## src/hdl/cipc_pkg.sv

```systemverilog
// shared types, constants and coefficient tables for the colour index converter
`default_nettype none
package cipc_pkg;

    localparam int FRAC_BITS = 24;
    localparam int POLY_TERMS_DEF = 13;
    localparam int MAX_ITER_DEF = 100;

    localparam int VAL_W = 32;
    localparam int ACC_W = 42;
    localparam int MB_W = 34;
    localparam int LIM_W = 34;
    localparam int PROD_W = 76;
    localparam int MR_W = PROD_W - FRAC_BITS;
    localparam int SUM_W = MR_W + 1;
    localparam int DIV_W = 33;
    localparam int Q_W = FRAC_BITS + 1;

    localparam longint NANO = 64'sd1000000000;
    localparam longint ONE_FX = 64'sd1 <<< FRAC_BITS;
    localparam longint HALF_FX = ONE_FX / 2;
    localparam longint ACC_LIMIT = 64'sd1 <<< 40;
    localparam longint VAL_MAX = 64'sd2147483647;
    localparam longint VAL_MIN = -64'sd2147483648;

    localparam logic [2:0] MODE_VI_BV = 3'd0;
    localparam logic [2:0] MODE_BV_VI = 3'd1;
    localparam logic [2:0] MODE_VI_VR = 3'd2;
    localparam logic [2:0] MODE_VR_VI = 3'd3;
    localparam logic [2:0] MODE_VR_BV = 3'd4;
    localparam logic [2:0] MODE_BV_VR = 3'd5;

    localparam longint COEF_NANO [4][16] = '{
        '{-64'sd68650720, 64'sd883799700, -64'sd388977400, -64'sd4998126,
          64'sd386754400, -64'sd542233100, -64'sd89264760, 64'sd519479700,
          -64'sd204468100, -64'sd100902500, 64'sd95432560, -64'sd25675290,
          64'sd2393742, 64'sd0, 64'sd0, 64'sd0},
        '{-64'sd470837300, 64'sd592072800, -64'sd10952940, -64'sd228111800,
          -64'sd93728920, 64'sd193139300, 64'sd50772530, -64'sd99272840,
          64'sd8560631, 64'sd19227020, -64'sd7201880, 64'sd774302,
          64'sd0, 64'sd0, 64'sd0, 64'sd0},
        '{64'sd486042900, 64'sd690400800, -64'sd1229411000, 64'sd2990030000,
          64'sd7104513000, -64'sd16377990000, -64'sd29771230000, 64'sd43907510000,
          64'sd61458100000, -64'sd52653580000, -64'sd61359210000, 64'sd22978350000,
          64'sd23850130000, 64'sd0, 64'sd0, 64'sd0},
        '{-64'sd414095100, 64'sd735716500, -64'sd52429790, -64'sd629330400,
          64'sd2332871000, 64'sd3812365000, -64'sd5082941000, -64'sd6520325000,
          64'sd4817797000, 64'sd5065505000, -64'sd1706011000, -64'sd1568243000,
          64'sd0, 64'sd0, 64'sd0, 64'sd0}
    };

    localparam longint LIM_NANO [4][2] = '{
        '{-64'sd230000000, 64'sd3700000000},
        '{-64'sd300000000, 64'sd4000000000},
        '{-64'sd100000000, 64'sd1750000000},
        '{-64'sd230000000, 64'sd1950000000}
    };

    function automatic longint to_fixed(input longint nano);
        longint mag;
        longint q;
        longint r;
        longint f;
        mag = (nano < 0) ? -nano : nano;
        q = mag / NANO;
        r = mag % NANO;
        f = (q <<< FRAC_BITS) + ((r <<< FRAC_BITS) + NANO / 2) / NANO;
        return (nano < 0) ? -f : f;
    endfunction

    typedef logic [3:0][15:0][ACC_W-1:0] coef_tab_t;
    typedef logic [3:0][1:0][LIM_W-1:0] lim_tab_t;

    function automatic coef_tab_t build_coef();
        coef_tab_t res;
        for (int t = 0; t < 4; t++) begin
            for (int k = 0; k < 16; k++) begin
                res[t][k] = ACC_W'(to_fixed(COEF_NANO[t][k]));
            end
        end
        return res;
    endfunction

    function automatic lim_tab_t build_lim();
        lim_tab_t res;
        for (int t = 0; t < 4; t++) begin
            for (int j = 0; j < 2; j++) begin
                res[t][j] = LIM_W'(to_fixed(LIM_NANO[t][j]));
            end
        end
        return res;
    endfunction

    localparam coef_tab_t COEF_FX = build_coef();
    localparam lim_tab_t LIM_FX = build_lim();
    localparam longint THR_FX = to_fixed(64'sd1000);

    typedef enum logic [1:0] {
        ST_OK     = 2'd0,
        ST_RANGE  = 2'd1,
        ST_NOCONV = 2'd2
    } status_t;

    typedef enum logic [1:0] {
        PT_RES = 2'd0,
        PT_CLO = 2'd1,
        PT_CHI = 2'd2,
        PT_CR  = 2'd3
    } poly_tag_t;

    typedef enum logic [1:0] {
        MS_POLY = 2'd0,
        MS_C1   = 2'd1,
        MS_C2   = 2'd2,
        MS_STEP = 2'd3
    } mul_sel_t;

    typedef struct packed {
        logic      load_in;
        logic      inv_init;
        logic      poly_load;
        logic      poly_acc;
        logic      poly_end;
        poly_tag_t poly_tag;
        logic      mul_start;
        mul_sel_t  mul_sel;
        logic      iter_load;
        logic      div_start;
        logic      div_end;
        logic      c1_end;
        logic      c2_end;
        logic      step_end;
        logic      update;
        logic      set_err;
        status_t   err_code;
        logic      res_from_r;
        logic      out_load;
    } cipc_cmd_t;

    typedef struct packed {
        logic mode_bad;
        logic mode_inv;
        logic fwd_out;
        logic inv_out;
        logic mul_done;
        logic div_done;
        logic k_last;
        logic iter_zero;
        logic wide;
    } cipc_stat_t;

endpackage
`default_nettype wire

```

## src/hdl/cipc_mul.sv

```systemverilog
// shared multiplier: floor(a*b / 2^frac) from two partial products, low half then high half
`default_nettype none
module cipc_mul (
    input  wire logic                              aclk,
    input  wire logic                              aresetn,
    input  wire logic                              start,
    input  wire logic signed [cipc_pkg::ACC_W-1:0] a,
    input  wire logic signed [cipc_pkg::MB_W-1:0]  b,
    output logic                                   done,
    output logic signed [cipc_pkg::MR_W-1:0]       y
);

    localparam int HALF_W = cipc_pkg::ACC_W / 2;
    localparam int PP_W = HALF_W + 1 + cipc_pkg::MB_W;
    localparam int PW = cipc_pkg::PROD_W;

    logic signed [cipc_pkg::ACC_W-1:0] a_reg;
    logic signed [cipc_pkg::MB_W-1:0]  b_reg;
    logic [1:0]                        ph_reg;
    logic signed [PP_W-1:0]            plo_reg;
    logic signed [PP_W-1:0]            phi_reg;
    logic signed [cipc_pkg::MR_W-1:0]  y_reg;
    logic                              done_reg;

    logic signed [HALF_W:0] op_a;
    logic signed [PP_W-1:0] prod;
    logic [PW-1:0]          full;

    always_comb begin
        if (ph_reg == 2'd2) begin
            op_a = {a_reg[cipc_pkg::ACC_W-1], a_reg[cipc_pkg::ACC_W-1:HALF_W]};
        end else begin
            op_a = {1'b0, a_reg[HALF_W-1:0]};
        end
    end

    assign prod = op_a * b_reg;
    assign full = ({{(PW-PP_W){phi_reg[PP_W-1]}}, phi_reg} << HALF_W)
                + {{(PW-PP_W){plo_reg[PP_W-1]}}, plo_reg};

    always_ff @(posedge aclk) begin
        if (!aresetn) begin
            ph_reg <= 2'd0;
            done_reg <= 1'b0;
        end else begin
            done_reg <= 1'b0;
            case (ph_reg)
                2'd0: begin
                    if (start) begin
                        ph_reg <= 2'd1;
                    end
                end
                2'd1: ph_reg <= 2'd2;
                2'd2: ph_reg <= 2'd3;
                default: begin
                    ph_reg <= 2'd0;
                    done_reg <= 1'b1;
                end
            endcase
        end
    end

    always_ff @(posedge aclk) begin
        if (start) begin
            a_reg <= a;
            b_reg <= b;
        end
        if (ph_reg == 2'd1) begin
            plo_reg <= prod;
        end
        if (ph_reg == 2'd2) begin
            phi_reg <= prod;
        end
        if (ph_reg == 2'd3) begin
            y_reg <= $signed(full[PW-1:cipc_pkg::FRAC_BITS]);
        end
    end

    assign done = done_reg;
    assign y = y_reg;

endmodule
`default_nettype wire

```

## src/hdl/cipc_div.sv

```systemverilog
// restoring divider: floor(num * 2^frac / den), one quotient bit per cycle
`default_nettype none
module cipc_div (
    input  wire logic                          aclk,
    input  wire logic                          aresetn,
    input  wire logic                          start,
    input  wire logic [cipc_pkg::DIV_W-1:0]    num,
    input  wire logic [cipc_pkg::DIV_W-1:0]    den,
    output logic                               done,
    output logic [cipc_pkg::Q_W-1:0]           q
);

    localparam int CNT_W = $clog2(cipc_pkg::Q_W + 1);
    localparam int DW = cipc_pkg::DIV_W;

    logic [DW:0]                  rem_reg;
    logic [DW-1:0]                den_reg;
    logic [cipc_pkg::Q_W-1:0]     q_reg;
    logic [CNT_W-1:0]             cnt_reg;
    logic                         done_reg;

    logic          ge;
    logic [DW:0]   diff;

    assign ge = rem_reg >= {1'b0, den_reg};
    assign diff = ge ? (rem_reg - {1'b0, den_reg}) : rem_reg;

    always_ff @(posedge aclk) begin
        if (!aresetn) begin
            cnt_reg <= '0;
            done_reg <= 1'b0;
        end else begin
            done_reg <= 1'b0;
            if (start) begin
                cnt_reg <= CNT_W'(cipc_pkg::Q_W);
            end else if (cnt_reg != '0) begin
                cnt_reg <= cnt_reg - 1'b1;
                done_reg <= (cnt_reg == CNT_W'(1));
            end
        end
    end

    always_ff @(posedge aclk) begin
        if (start) begin
            rem_reg <= {1'b0, num};
            den_reg <= den;
            q_reg <= '0;
        end else if (cnt_reg != '0) begin
            q_reg <= {q_reg[cipc_pkg::Q_W-2:0], ge};
            rem_reg <= {diff[DW-1:0], 1'b0};
        end
    end

    assign done = done_reg;
    assign q = q_reg;

endmodule
`default_nettype wire

```

## src/hdl/cipc_dp.sv

```systemverilog
// datapath: mode register, bracket registers, horner accumulator, shared units, output register
`default_nettype none
module cipc_dp #(
    parameter int POLY_TERMS = cipc_pkg::POLY_TERMS_DEF,
    parameter int SEARCH_LIMIT = cipc_pkg::MAX_ITER_DEF
) (
    input  wire logic                              aclk,
    input  wire logic                              aresetn,
    input  wire logic                              cfg_wr_en,
    input  wire logic [2:0]                        cfg_wr_data,
    input  wire logic signed [cipc_pkg::VAL_W-1:0] s_color_in,
    input  wire cipc_pkg::cipc_cmd_t               cmd,
    output cipc_pkg::cipc_stat_t                   stat,
    output logic signed [cipc_pkg::VAL_W-1:0]      m_color_out,
    output logic [1:0]                             m_status
);

    localparam int K_W = $clog2(POLY_TERMS);
    localparam int I_W = $clog2(SEARCH_LIMIT + 1);
    localparam int LW = cipc_pkg::LIM_W;
    localparam int AW = cipc_pkg::ACC_W;
    localparam int VW = cipc_pkg::VAL_W;
    localparam int SW = cipc_pkg::SUM_W;
    localparam int DW = cipc_pkg::DIV_W;

    logic [2:0]              mode_reg;
    logic signed [VW-1:0]    y_reg;
    logic signed [LW-1:0]    lo_reg;
    logic signed [LW-1:0]    hi_reg;
    logic signed [VW-1:0]    clo_reg;
    logic signed [VW-1:0]    chi_reg;
    logic signed [VW-1:0]    cr_reg;
    logic signed [LW-1:0]    r_reg;
    logic signed [LW-1:0]    u_reg;
    logic signed [AW-1:0]    m_reg;
    logic signed [AW-1:0]    acc_reg;
    logic signed [LW-1:0]    t_reg;
    logic [K_W-1:0]          k_reg;
    logic [I_W-1:0]          iter_reg;
    logic signed [VW-1:0]    res_reg;
    cipc_pkg::status_t       status_reg;
    logic signed [VW-1:0]    out_data_reg;
    logic [1:0]              out_status_reg;

    logic [1:0]                          tab;
    logic                                mode_bad;
    logic                                mode_inv;
    logic signed [LW-1:0]                lim_lo;
    logic signed [LW-1:0]                lim_hi;
    logic signed [LW-1:0]                y_ext;
    logic signed [AW-1:0]                coef_top;
    logic signed [AW-1:0]                coef_k;
    logic signed [LW-1:0]                poly_x;
    logic signed [AW-1:0]                mul_a;
    logic signed [cipc_pkg::MB_W-1:0]    mul_b;
    logic                                mul_done;
    logic signed [cipc_pkg::MR_W-1:0]    mul_y;
    logic signed [SW-1:0]                acc_sum;
    logic signed [AW-1:0]                acc_clamped;
    logic signed [AW:0]                  pv_sum;
    logic signed [VW-1:0]                pv;
    logic signed [DW-1:0]                num;
    logic signed [DW-1:0]                den;
    logic [DW-1:0]                       div_num;
    logic [DW-1:0]                       div_den;
    logic                                div_done;
    logic [cipc_pkg::Q_W-1:0]            div_q;
    logic signed [SW-1:0]                c2_sum;
    logic signed [SW-1:0]                step_sum;
    logic signed [LW-1:0]                hl_diff;

    always_comb begin
        tab = 2'd0;
        mode_bad = 1'b0;
        mode_inv = 1'b0;
        case (mode_reg)
            cipc_pkg::MODE_VI_BV: tab = 2'd0;
            cipc_pkg::MODE_BV_VI: begin
                tab = 2'd0;
                mode_inv = 1'b1;
            end
            cipc_pkg::MODE_VI_VR: tab = 2'd1;
            cipc_pkg::MODE_VR_VI: begin
                tab = 2'd1;
                mode_inv = 1'b1;
            end
            cipc_pkg::MODE_VR_BV: tab = 2'd2;
            cipc_pkg::MODE_BV_VR: tab = 2'd3;
            default: mode_bad = 1'b1;
        endcase
    end

    assign lim_lo = $signed(cipc_pkg::LIM_FX[tab][0]);
    assign lim_hi = $signed(cipc_pkg::LIM_FX[tab][1]);
    assign y_ext = LW'(y_reg);
    assign coef_top = $signed(cipc_pkg::COEF_FX[tab][4'(POLY_TERMS - 1)]);
    assign coef_k = $signed(cipc_pkg::COEF_FX[tab][4'(k_reg - 1'b1)]);

    always_comb begin
        case (cmd.poly_tag)
            cipc_pkg::PT_RES: poly_x = y_ext;
            cipc_pkg::PT_CLO: poly_x = lo_reg;
            cipc_pkg::PT_CHI: poly_x = hi_reg;
            cipc_pkg::PT_CR:  poly_x = r_reg;
            default:          poly_x = y_ext;
        endcase
    end

    assign hl_diff = hi_reg - lo_reg;

    always_comb begin
        case (cmd.mul_sel)
            cipc_pkg::MS_POLY: begin
                mul_a = acc_reg;
                mul_b = t_reg;
            end
            cipc_pkg::MS_C1: begin
                mul_a = AW'(u_reg);
                mul_b = u_reg - LW'(cipc_pkg::HALF_FX);
            end
            cipc_pkg::MS_C2: begin
                mul_a = m_reg;
                mul_b = u_reg - LW'(cipc_pkg::ONE_FX);
            end
            cipc_pkg::MS_STEP: begin
                mul_a = AW'(hl_diff);
                mul_b = u_reg;
            end
            default: begin
                mul_a = acc_reg;
                mul_b = t_reg;
            end
        endcase
    end

    cipc_mul u_mul (
        .aclk    (aclk),
        .aresetn (aresetn),
        .start   (cmd.mul_start),
        .a       (mul_a),
        .b       (mul_b),
        .done    (mul_done),
        .y       (mul_y)
    );

    assign acc_sum = SW'(mul_y) + SW'(coef_k);

    always_comb begin
        if (acc_sum > cipc_pkg::ACC_LIMIT) begin
            acc_clamped = AW'(cipc_pkg::ACC_LIMIT);
        end else if (acc_sum < -cipc_pkg::ACC_LIMIT) begin
            acc_clamped = AW'(-cipc_pkg::ACC_LIMIT);
        end else begin
            acc_clamped = AW'(acc_sum);
        end
    end

    assign pv_sum = (AW + 1)'(acc_reg) + (AW + 1)'(cipc_pkg::ONE_FX);

    always_comb begin
        if (pv_sum > cipc_pkg::VAL_MAX) begin
            pv = VW'(cipc_pkg::VAL_MAX);
        end else if (pv_sum < cipc_pkg::VAL_MIN) begin
            pv = VW'(cipc_pkg::VAL_MIN);
        end else begin
            pv = VW'(pv_sum);
        end
    end

    assign num = DW'(y_reg) - DW'(clo_reg);
    assign den = DW'(chi_reg) - DW'(clo_reg);
    assign div_num = (den > 0 && num > 0) ? unsigned'(num) : '0;
    assign div_den = (den > 0) ? unsigned'(den) : DW'(1);

    cipc_div u_div (
        .aclk    (aclk),
        .aresetn (aresetn),
        .start   (cmd.div_start),
        .num     (div_num),
        .den     (div_den),
        .done    (div_done),
        .q       (div_q)
    );

    assign c2_sum = SW'(u_reg) + SW'(mul_y);
    assign step_sum = SW'(lo_reg) + SW'(mul_y);

    always_ff @(posedge aclk) begin
        if (!aresetn) begin
            mode_reg <= cipc_pkg::MODE_VI_BV;
        end else if (cfg_wr_en) begin
            mode_reg <= cfg_wr_data;
        end
    end

    always_ff @(posedge aclk) begin
        if (cmd.load_in) begin
            y_reg <= s_color_in;
        end
        if (cmd.inv_init) begin
            lo_reg <= lim_lo;
            hi_reg <= lim_hi;
        end
        if (cmd.poly_load) begin
            acc_reg <= coef_top;
            k_reg <= K_W'(POLY_TERMS - 1);
            t_reg <= poly_x - LW'(cipc_pkg::ONE_FX);
        end
        if (cmd.poly_acc) begin
            acc_reg <= acc_clamped;
            k_reg <= k_reg - 1'b1;
        end
        if (cmd.poly_end) begin
            case (cmd.poly_tag)
                cipc_pkg::PT_RES: begin
                    res_reg <= pv;
                    status_reg <= cipc_pkg::ST_OK;
                end
                cipc_pkg::PT_CLO: clo_reg <= pv;
                cipc_pkg::PT_CHI: chi_reg <= pv;
                cipc_pkg::PT_CR:  cr_reg <= pv;
                default:          cr_reg <= pv;
            endcase
        end
        if (cmd.iter_load) begin
            iter_reg <= I_W'(SEARCH_LIMIT);
        end
        if (cmd.div_end) begin
            if (div_q > cipc_pkg::Q_W'(cipc_pkg::ONE_FX)) begin
                u_reg <= LW'(cipc_pkg::ONE_FX);
            end else begin
                u_reg <= LW'(div_q);
            end
        end
        if (cmd.c1_end) begin
            m_reg <= AW'(mul_y);
        end
        if (cmd.c2_end) begin
            if (c2_sum < 0) begin
                u_reg <= '0;
            end else if (c2_sum > cipc_pkg::ONE_FX) begin
                u_reg <= LW'(cipc_pkg::ONE_FX);
            end else begin
                u_reg <= LW'(c2_sum);
            end
        end
        if (cmd.step_end) begin
            if (step_sum < SW'(lo_reg)) begin
                r_reg <= lo_reg;
            end else if (step_sum > SW'(hi_reg)) begin
                r_reg <= hi_reg;
            end else begin
                r_reg <= LW'(step_sum);
            end
        end
        if (cmd.update) begin
            if (cr_reg < y_reg) begin
                lo_reg <= r_reg;
                clo_reg <= cr_reg;
            end else begin
                hi_reg <= r_reg;
                chi_reg <= cr_reg;
            end
            iter_reg <= iter_reg - 1'b1;
        end
        if (cmd.set_err) begin
            res_reg <= '0;
            status_reg <= cmd.err_code;
        end
        if (cmd.res_from_r) begin
            res_reg <= VW'(r_reg);
            status_reg <= cipc_pkg::ST_OK;
        end
        if (cmd.out_load) begin
            out_data_reg <= res_reg;
            out_status_reg <= status_reg;
        end
    end

    always_comb begin
        stat.mode_bad = mode_bad;
        stat.mode_inv = mode_inv;
        stat.fwd_out = (y_ext < lim_lo) || (y_ext > lim_hi);
        stat.inv_out = (y_reg < clo_reg) || (y_reg > chi_reg);
        stat.mul_done = mul_done;
        stat.div_done = div_done;
        stat.k_last = (k_reg == K_W'(1));
        stat.iter_zero = (iter_reg == '0);
        stat.wide = hl_diff > cipc_pkg::THR_FX;
    end

    assign m_color_out = out_data_reg;
    assign m_status = out_status_reg;

endmodule
`default_nettype wire

```

## src/hdl/cipc_ctrl.sv

```systemverilog
// controller: sequences decode, horner passes, root search and result hand-off
`default_nettype none
module cipc_ctrl (
    input  wire logic                 aclk,
    input  wire logic                 aresetn,
    input  wire logic                 s_valid,
    output logic                      s_ready,
    output logic                      m_valid,
    input  wire logic                 m_ready,
    input  wire cipc_pkg::cipc_stat_t stat,
    output cipc_pkg::cipc_cmd_t       cmd
);

    typedef enum logic [18:0] {
        S_IDLE   = 19'b0000000000000000001,
        S_DECODE = 19'b0000000000000000010,
        S_PLOAD  = 19'b0000000000000000100,
        S_PMUL   = 19'b0000000000000001000,
        S_PWAIT  = 19'b0000000000000010000,
        S_PACC   = 19'b0000000000000100000,
        S_PEND   = 19'b0000000000001000000,
        S_RANGE  = 19'b0000000000010000000,
        S_DIV    = 19'b0000000000100000000,
        S_DIVW   = 19'b0000000001000000000,
        S_C1     = 19'b0000000010000000000,
        S_C1W    = 19'b0000000100000000000,
        S_C2     = 19'b0000001000000000000,
        S_C2W    = 19'b0000010000000000000,
        S_STEP   = 19'b0000100000000000000,
        S_STEPW  = 19'b0001000000000000000,
        S_UPDATE = 19'b0010000000000000000,
        S_TEST   = 19'b0100000000000000000,
        S_FINISH = 19'b1000000000000000000
    } state_t;

    state_t                state_reg, state_next;
    cipc_pkg::poly_tag_t   tag_reg, tag_next;
    logic                  m_valid_reg, m_valid_next;

    always_comb begin
        state_next = state_reg;
        tag_next = tag_reg;
        m_valid_next = m_valid_reg && !m_ready;
        cmd = '0;
        cmd.poly_tag = tag_reg;
        s_ready = 1'b0;
        case (state_reg)
            S_IDLE: begin
                s_ready = 1'b1;
                if (s_valid) begin
                    cmd.load_in = 1'b1;
                    state_next = S_DECODE;
                end
            end
            S_DECODE: begin
                if (stat.mode_bad) begin
                    cmd.set_err = 1'b1;
                    cmd.err_code = cipc_pkg::ST_RANGE;
                    state_next = S_FINISH;
                end else if (stat.mode_inv) begin
                    cmd.inv_init = 1'b1;
                    tag_next = cipc_pkg::PT_CLO;
                    state_next = S_PLOAD;
                end else if (stat.fwd_out) begin
                    cmd.set_err = 1'b1;
                    cmd.err_code = cipc_pkg::ST_RANGE;
                    state_next = S_FINISH;
                end else begin
                    tag_next = cipc_pkg::PT_RES;
                    state_next = S_PLOAD;
                end
            end
            S_PLOAD: begin
                cmd.poly_load = 1'b1;
                state_next = S_PMUL;
            end
            S_PMUL: begin
                cmd.mul_start = 1'b1;
                cmd.mul_sel = cipc_pkg::MS_POLY;
                state_next = S_PWAIT;
            end
            S_PWAIT: begin
                if (stat.mul_done) begin
                    state_next = S_PACC;
                end
            end
            S_PACC: begin
                cmd.poly_acc = 1'b1;
                state_next = stat.k_last ? S_PEND : S_PMUL;
            end
            S_PEND: begin
                cmd.poly_end = 1'b1;
                case (tag_reg)
                    cipc_pkg::PT_RES: state_next = S_FINISH;
                    cipc_pkg::PT_CLO: begin
                        tag_next = cipc_pkg::PT_CHI;
                        state_next = S_PLOAD;
                    end
                    cipc_pkg::PT_CHI: state_next = S_RANGE;
                    cipc_pkg::PT_CR:  state_next = S_UPDATE;
                    default:          state_next = S_FINISH;
                endcase
            end
            S_RANGE: begin
                if (stat.inv_out) begin
                    cmd.set_err = 1'b1;
                    cmd.err_code = cipc_pkg::ST_RANGE;
                    state_next = S_FINISH;
                end else begin
                    cmd.iter_load = 1'b1;
                    state_next = S_DIV;
                end
            end
            S_DIV: begin
                cmd.div_start = 1'b1;
                state_next = S_DIVW;
            end
            S_DIVW: begin
                if (stat.div_done) begin
                    cmd.div_end = 1'b1;
                    state_next = S_C1;
                end
            end
            S_C1: begin
                cmd.mul_start = 1'b1;
                cmd.mul_sel = cipc_pkg::MS_C1;
                state_next = S_C1W;
            end
            S_C1W: begin
                cmd.mul_sel = cipc_pkg::MS_C1;
                if (stat.mul_done) begin
                    cmd.c1_end = 1'b1;
                    state_next = S_C2;
                end
            end
            S_C2: begin
                cmd.mul_start = 1'b1;
                cmd.mul_sel = cipc_pkg::MS_C2;
                state_next = S_C2W;
            end
            S_C2W: begin
                if (stat.mul_done) begin
                    cmd.c2_end = 1'b1;
                    state_next = S_STEP;
                end
            end
            S_STEP: begin
                cmd.mul_start = 1'b1;
                cmd.mul_sel = cipc_pkg::MS_STEP;
                state_next = S_STEPW;
            end
            S_STEPW: begin
                if (stat.mul_done) begin
                    cmd.step_end = 1'b1;
                    tag_next = cipc_pkg::PT_CR;
                    state_next = S_PLOAD;
                end
            end
            S_UPDATE: begin
                cmd.update = 1'b1;
                state_next = S_TEST;
            end
            S_TEST: begin
                if (stat.wide && !stat.iter_zero) begin
                    state_next = S_DIV;
                end else if (stat.iter_zero) begin
                    cmd.set_err = 1'b1;
                    cmd.err_code = cipc_pkg::ST_NOCONV;
                    state_next = S_FINISH;
                end else begin
                    cmd.res_from_r = 1'b1;
                    state_next = S_FINISH;
                end
            end
            S_FINISH: begin
                if (!m_valid_reg || m_ready) begin
                    cmd.out_load = 1'b1;
                    m_valid_next = 1'b1;
                    state_next = S_IDLE;
                end
            end
            default: state_next = S_IDLE;
        endcase
    end

    always_ff @(posedge aclk) begin
        if (!aresetn) begin
            state_reg <= S_IDLE;
            tag_reg <= cipc_pkg::PT_RES;
            m_valid_reg <= 1'b0;
        end else begin
            state_reg <= state_next;
            tag_reg <= tag_next;
            m_valid_reg <= m_valid_next;
        end
    end

    assign m_valid = m_valid_reg;

endmodule
`default_nettype wire

```

## src/hdl/color_index_polynomial_converter_core.sv

```systemverilog
// top level of the colour index converter: controller plus datapath
//
// input channel s_valid/s_ready/s_color_in carries one signed Q8.24 index per
// transaction; output channel m_valid/m_ready carries m_color_out and m_status
// (0 ok, 1 out of range or unused mode, 2 no convergence; m_color_out 0 on error)
// cfg_wr_en/cfg_wr_data write the 3-bit conversion mode; the user writes it only
// while idle, as the block does not enforce it; one item is worked at a time;
// s_ready is high only in the idle state; forward modes: one horner pass of
// POLY_TERMS-1 multiplies on the shared multiplier
// inverse modes: two polynomial passes, then per search iteration one
// serial division, three multiplies and one polynomial pass, up to
// SEARCH_LIMIT iterations
// range errors skip the horner pass (forward) or the search (inverse)
// the result sits in an output register; a stalled receiver holds the next
// finished result in res_reg, the controller waiting until the register frees
// reset (aresetn low, synchronous) clears the mode to 0 and drops m_valid
`default_nettype none
module color_index_polynomial_converter_core #(
    parameter int POLY_TERMS = cipc_pkg::POLY_TERMS_DEF,
    parameter int SEARCH_LIMIT = cipc_pkg::MAX_ITER_DEF
) (
    input  wire logic                              aclk,
    input  wire logic                              aresetn,
    input  wire logic                              cfg_wr_en,
    input  wire logic [2:0]                        cfg_wr_data,
    input  wire logic                              s_valid,
    output logic                                   s_ready,
    input  wire logic signed [cipc_pkg::VAL_W-1:0] s_color_in,
    output logic                                   m_valid,
    input  wire logic                              m_ready,
    output logic signed [cipc_pkg::VAL_W-1:0]      m_color_out,
    output logic [1:0]                             m_status
);

    cipc_pkg::cipc_cmd_t  cmd;
    cipc_pkg::cipc_stat_t stat;

    cipc_ctrl u_ctrl (
        .aclk    (aclk),
        .aresetn (aresetn),
        .s_valid (s_valid),
        .s_ready (s_ready),
        .m_valid (m_valid),
        .m_ready (m_ready),
        .stat    (stat),
        .cmd     (cmd)
    );

    cipc_dp #(
        .POLY_TERMS   (POLY_TERMS),
        .SEARCH_LIMIT (SEARCH_LIMIT)
    ) u_dp (
        .aclk        (aclk),
        .aresetn     (aresetn),
        .cfg_wr_en   (cfg_wr_en),
        .cfg_wr_data (cfg_wr_data),
        .s_color_in  (s_color_in),
        .cmd         (cmd),
        .stat        (stat),
        .m_color_out (m_color_out),
        .m_status    (m_status)
    );

endmodule
`default_nettype wire

```

## config.mk

```make
export PLATFORM = sky130hd
export DESIGN_NAME = color_index_polynomial_converter_core
export DESIGN_NICKNAME = d
export VERILOG_FILES = /design/src/hdl/cipc_pkg.sv /design/src/hdl/cipc_mul.sv /design/src/hdl/cipc_div.sv /design/src/hdl/cipc_dp.sv /design/src/hdl/cipc_ctrl.sv /design/src/hdl/color_index_polynomial_converter_core.sv
export SDC_FILE = /design/constraint.sdc
export NUM_CORES = 2
export LEC_CHECK = 0
export BUFFER_PORTS_ARGS = -buffer_cell sky130_fd_sc_hd__buf_2
export CAP_MARGIN = 20
export CELL_PAD_IN_SITES_DETAIL_PLACEMENT = 1
export CELL_PAD_IN_SITES_GLOBAL_PLACEMENT = 2
export CORE_UTILIZATION = 42
export DETAILED_ROUTE_END_ITERATION = 8
export GPL_TIMING_DRIVEN = 1
export MAX_ROUTING_LAYER = met4
export PLACE_DENSITY = 0.8
export SLEW_MARGIN = 15
export SYNTH_ARGS = -nofsm -noshare
export SYNTH_HDL_FRONTEND = slang
export SYNTH_SLANG_ARGS = --single-unit
```

## constraint.sdc

```tcl
create_clock -name aclk -period 13.2 [get_ports aclk]
set_clock_uncertainty 0.2 [all_clocks]
set_input_delay 2.64 -clock aclk [delete_from_list [all_inputs] [get_ports aclk]]
set_output_delay 2.64 -clock aclk [all_outputs]
set_load 0.005 [all_outputs]
```

==> results_dict.tcl <==
set metrics [dict create \
    yosysUniqueCellTypes 93 \
    status "completed" \
    clk_latency_ns 0.76 \
    totalWireLength_um 339800 \
    setup_viol 0 \
    area_growth_pct 8.028 \
    syn_area_um2 83940 \
    first_iter_violations 7695 \
    die-area_um2 201600 \
    drtAntennaViolNets 0 \
    drc_errors 0 \
    synthArstFlopShare 0 \
    row_count 163 \
    antenna_found_initial 32 \
    crit_type "register to register" \
    syn_area_per_cell_um2 8.956 \
    power_leakage_nw 39.44 \
    p_per_area_nw_per_um2 156.0 \
    critPathRequiredTime_ns 13.49 \
    grt_pass1_wl_um 498300 \
    final_nets 10810 \
    startpoint_type "register" \
    rsz0062_at_grt "false" \
    place.gp.congestion 1.033 \
    cts_tree "done" \
    layout-drive-gt1-share 0.05436 \
    final_area_um2 90680 \
    ctsHoldBuffers 0 \
    yosys-top-cells-area "edfxtp_1 22%, fa_1 18%, ha_1 11%" \
    worst_pin_slew_ns 1.336 \
    synth-edff-count 611 \
    largest_reg_flops 55 \
    synth-main-ff-cell "edfxtp_1" \
    grt_max_degree 89 \
    max_freq_mhz 89.26 \
    ir_worst_vdd_v 0.0001735 \
    htreeDepth 3 \
    cts.sinks 805 \
    final_hold_viol_count 0 \
    root_buffer "clkbuf_16" \
    cp-end-kind "register" \
    routedWlPerCell_um 28.25 \
    slowest_delay_ns 0.88 \
    cts_resized 0 \
    post_cts_buffers 0 \
    cts_buffer_depth 3 \
    crit_top_cell "fa_1" \
    ys_warn_count 0 \
    fin_crit_ns 11.20 \
    numCtsBuffers 90 \
    core_um2 198000 \
    synth-seq-cells 805 \
    ios 76 \
    overflow 0 \
    synth_cells 9372 \
    synth_top_cell_by_area "edfxtp_1" \
    crit_arrival_ns 11.49 \
    ys_seq_area_frac 0.2649 \
    setup_tns_ns 0 \
    die_w_um 449.1 \
    p_total_mw 14.14 \
    relSlewSlack 0.09997 \
    via_count 72880 \
    place_area_um2 87460 \
    start_util 0.4239 \
    crit_slowest_cell "ha_1" \
    grt_usage 0.3410 \
    clk_pin_slew_ns 0.06 \
    hold_path.class "register to register" \
    drv_cap 0 \
    drv_slew 0 \
    worstPathMaxFanout 18 \
    dp_hpwl_um 270600 \
    die_h_um 449.1 \
    synth_top_area_frac 0.2186 \
    port_buffers 75 \
    fin_crit_sh 0.8488 \
    drt_pass1_iterations 6 \
    route.detailed.vias_per_inst 6.059 \
    grt_pass1_vias 74580 \
]
## cell families after synthesis
family	after synthesis	synth area share
buffers and inverters	1545	0.06960
XOR/XNOR	354	0.03694
flip-flops	805	0.2649
AND/OR/NAND/NOR	2915	0.1643
other	1	0.00004468
multiplexers	93	0.01649
AO/OA/AOI/OAI	2185	0.1612
adder cells (fa/ha/maj)	1474	0.2866
## synthesized netlist by cell type (all sizes together), types with 36 or more instances
cell type	count
xnor2	230
o31ai	49
a21o	230
o21bai	45
a31oi	82
ha	726
and3	57
clkbuf	371
inv	1133
mux2i	37
nand3	120
o22ai	49
nand2	1061
edfxtp	611
and2	253
nor3	112
nor2b	203
nand4	119
a211oi	66
dfxtp	194
a21oi	756
o21ai	489
nor4	58
xor2	124
buf	36
nand2b	88
o21a	86
or3	38
nor2	689
fa	748
o211ai	55
## worst max-delay path: cells and delay by family, from the launching register on
kind            cells  cell delay (ns)
buf+inv             7             1.10
xor+xnor            1             0.16
flops               1             0.36
fa+ha+maj           9             4.85
simple gates        5             0.78
mux                 1             0.82
compound gates      8             2.62
## path summary, 6_finish.rpt
kind	from	to	slack, ns	cells past startpoint
worst max-delay path	u_dp.u_mul.ph_reg[0]$_SDFFE_PN0P_	u_dp.u_mul.phi_reg[52]$_DFFE_PN_	2.00	31
worst min-delay path	u_dp.res_reg[0]$_DFFE_PP_	u_dp.m_color_out[0]$_DFFE_PP_	0.21	0
worst min register to register	u_dp.res_reg[0]$_DFFE_PP_	u_dp.m_color_out[0]$_DFFE_PP_	0.21	0
worst max register to register	u_dp.u_mul.ph_reg[0]$_SDFFE_PN0P_	u_dp.u_mul.phi_reg[52]$_DFFE_PN_	2.00	31
## power by group
group	total, mW	internal, mW	switching (mW)
Combinational	7.65	2.81	4.84
Sequential	3.81	3.43	0.379
Clock	2.68	1.50	1.19
Total	14.1	7.74	6.40
## layer usage
layer  vias to the layer above  track usage  part of all wire
li1                      32010            -                 -
met1                     37460       0.4626              0.43
met2                      2864       0.5056              0.44
met3                       549      0.06875             0.089
met4                         0       0.1173             0.039
met5                         -            -                 0
## layout by cell type, fill, tap and decap left out, drive strengths merged, types with 38 or more instances in the layout
master  instances
a211oi         66
a21o          230
a21oi         756
a31oi          82
and2          253
and3           57
buf           227
clkbuf        111
dfxtp         194
edfxtp        611
fa            748
ha            726
inv          1137
nand2        1061
nand2b         88
nand3         120
nand4         119
nor2          689
nor2b         203
nor3          112
nor4           58
o211ai         55
o21a           86
o21ai         489
o21bai         45
o22ai          49
o31ai          49
or3            38
xnor2         230
xor2          124
## cell type report
cell class,instances,area (um^2)
antenna,24,60.06
inverter,1138,4273
sequential,805,22230
fill,22870,107400
multi-input combinational,7031,56150
clock inverter,51,614.3
clock buffer,111,2426
tap,2640,3303
timing repair buffer,228,1619
## through the flow
| stage | util | std cells | hold slack [ns] | setup WS (ns) |
|---|---|---|---|---|
| 2_1_floorplan | - | 9381 | 0.2003 | 3.770 |
| 3_3_place_gp | 0.4411 | 11830 | 0.2065 | 1.972 |
| 3_5_place_dp | 0.4416 | 11840 | 0.2090 | 2.134 |
| 4_1_cts | 0.4570 | 12000 | 0.2145 | 2.110 |
| 5_1_grt | 0.4578 | 12020 | 0.2246 | 1.548 |
| 6_report | 0.4579 | 12030 | 0.2111 | 1.996 |
Power figures use the tool's default switching activity.
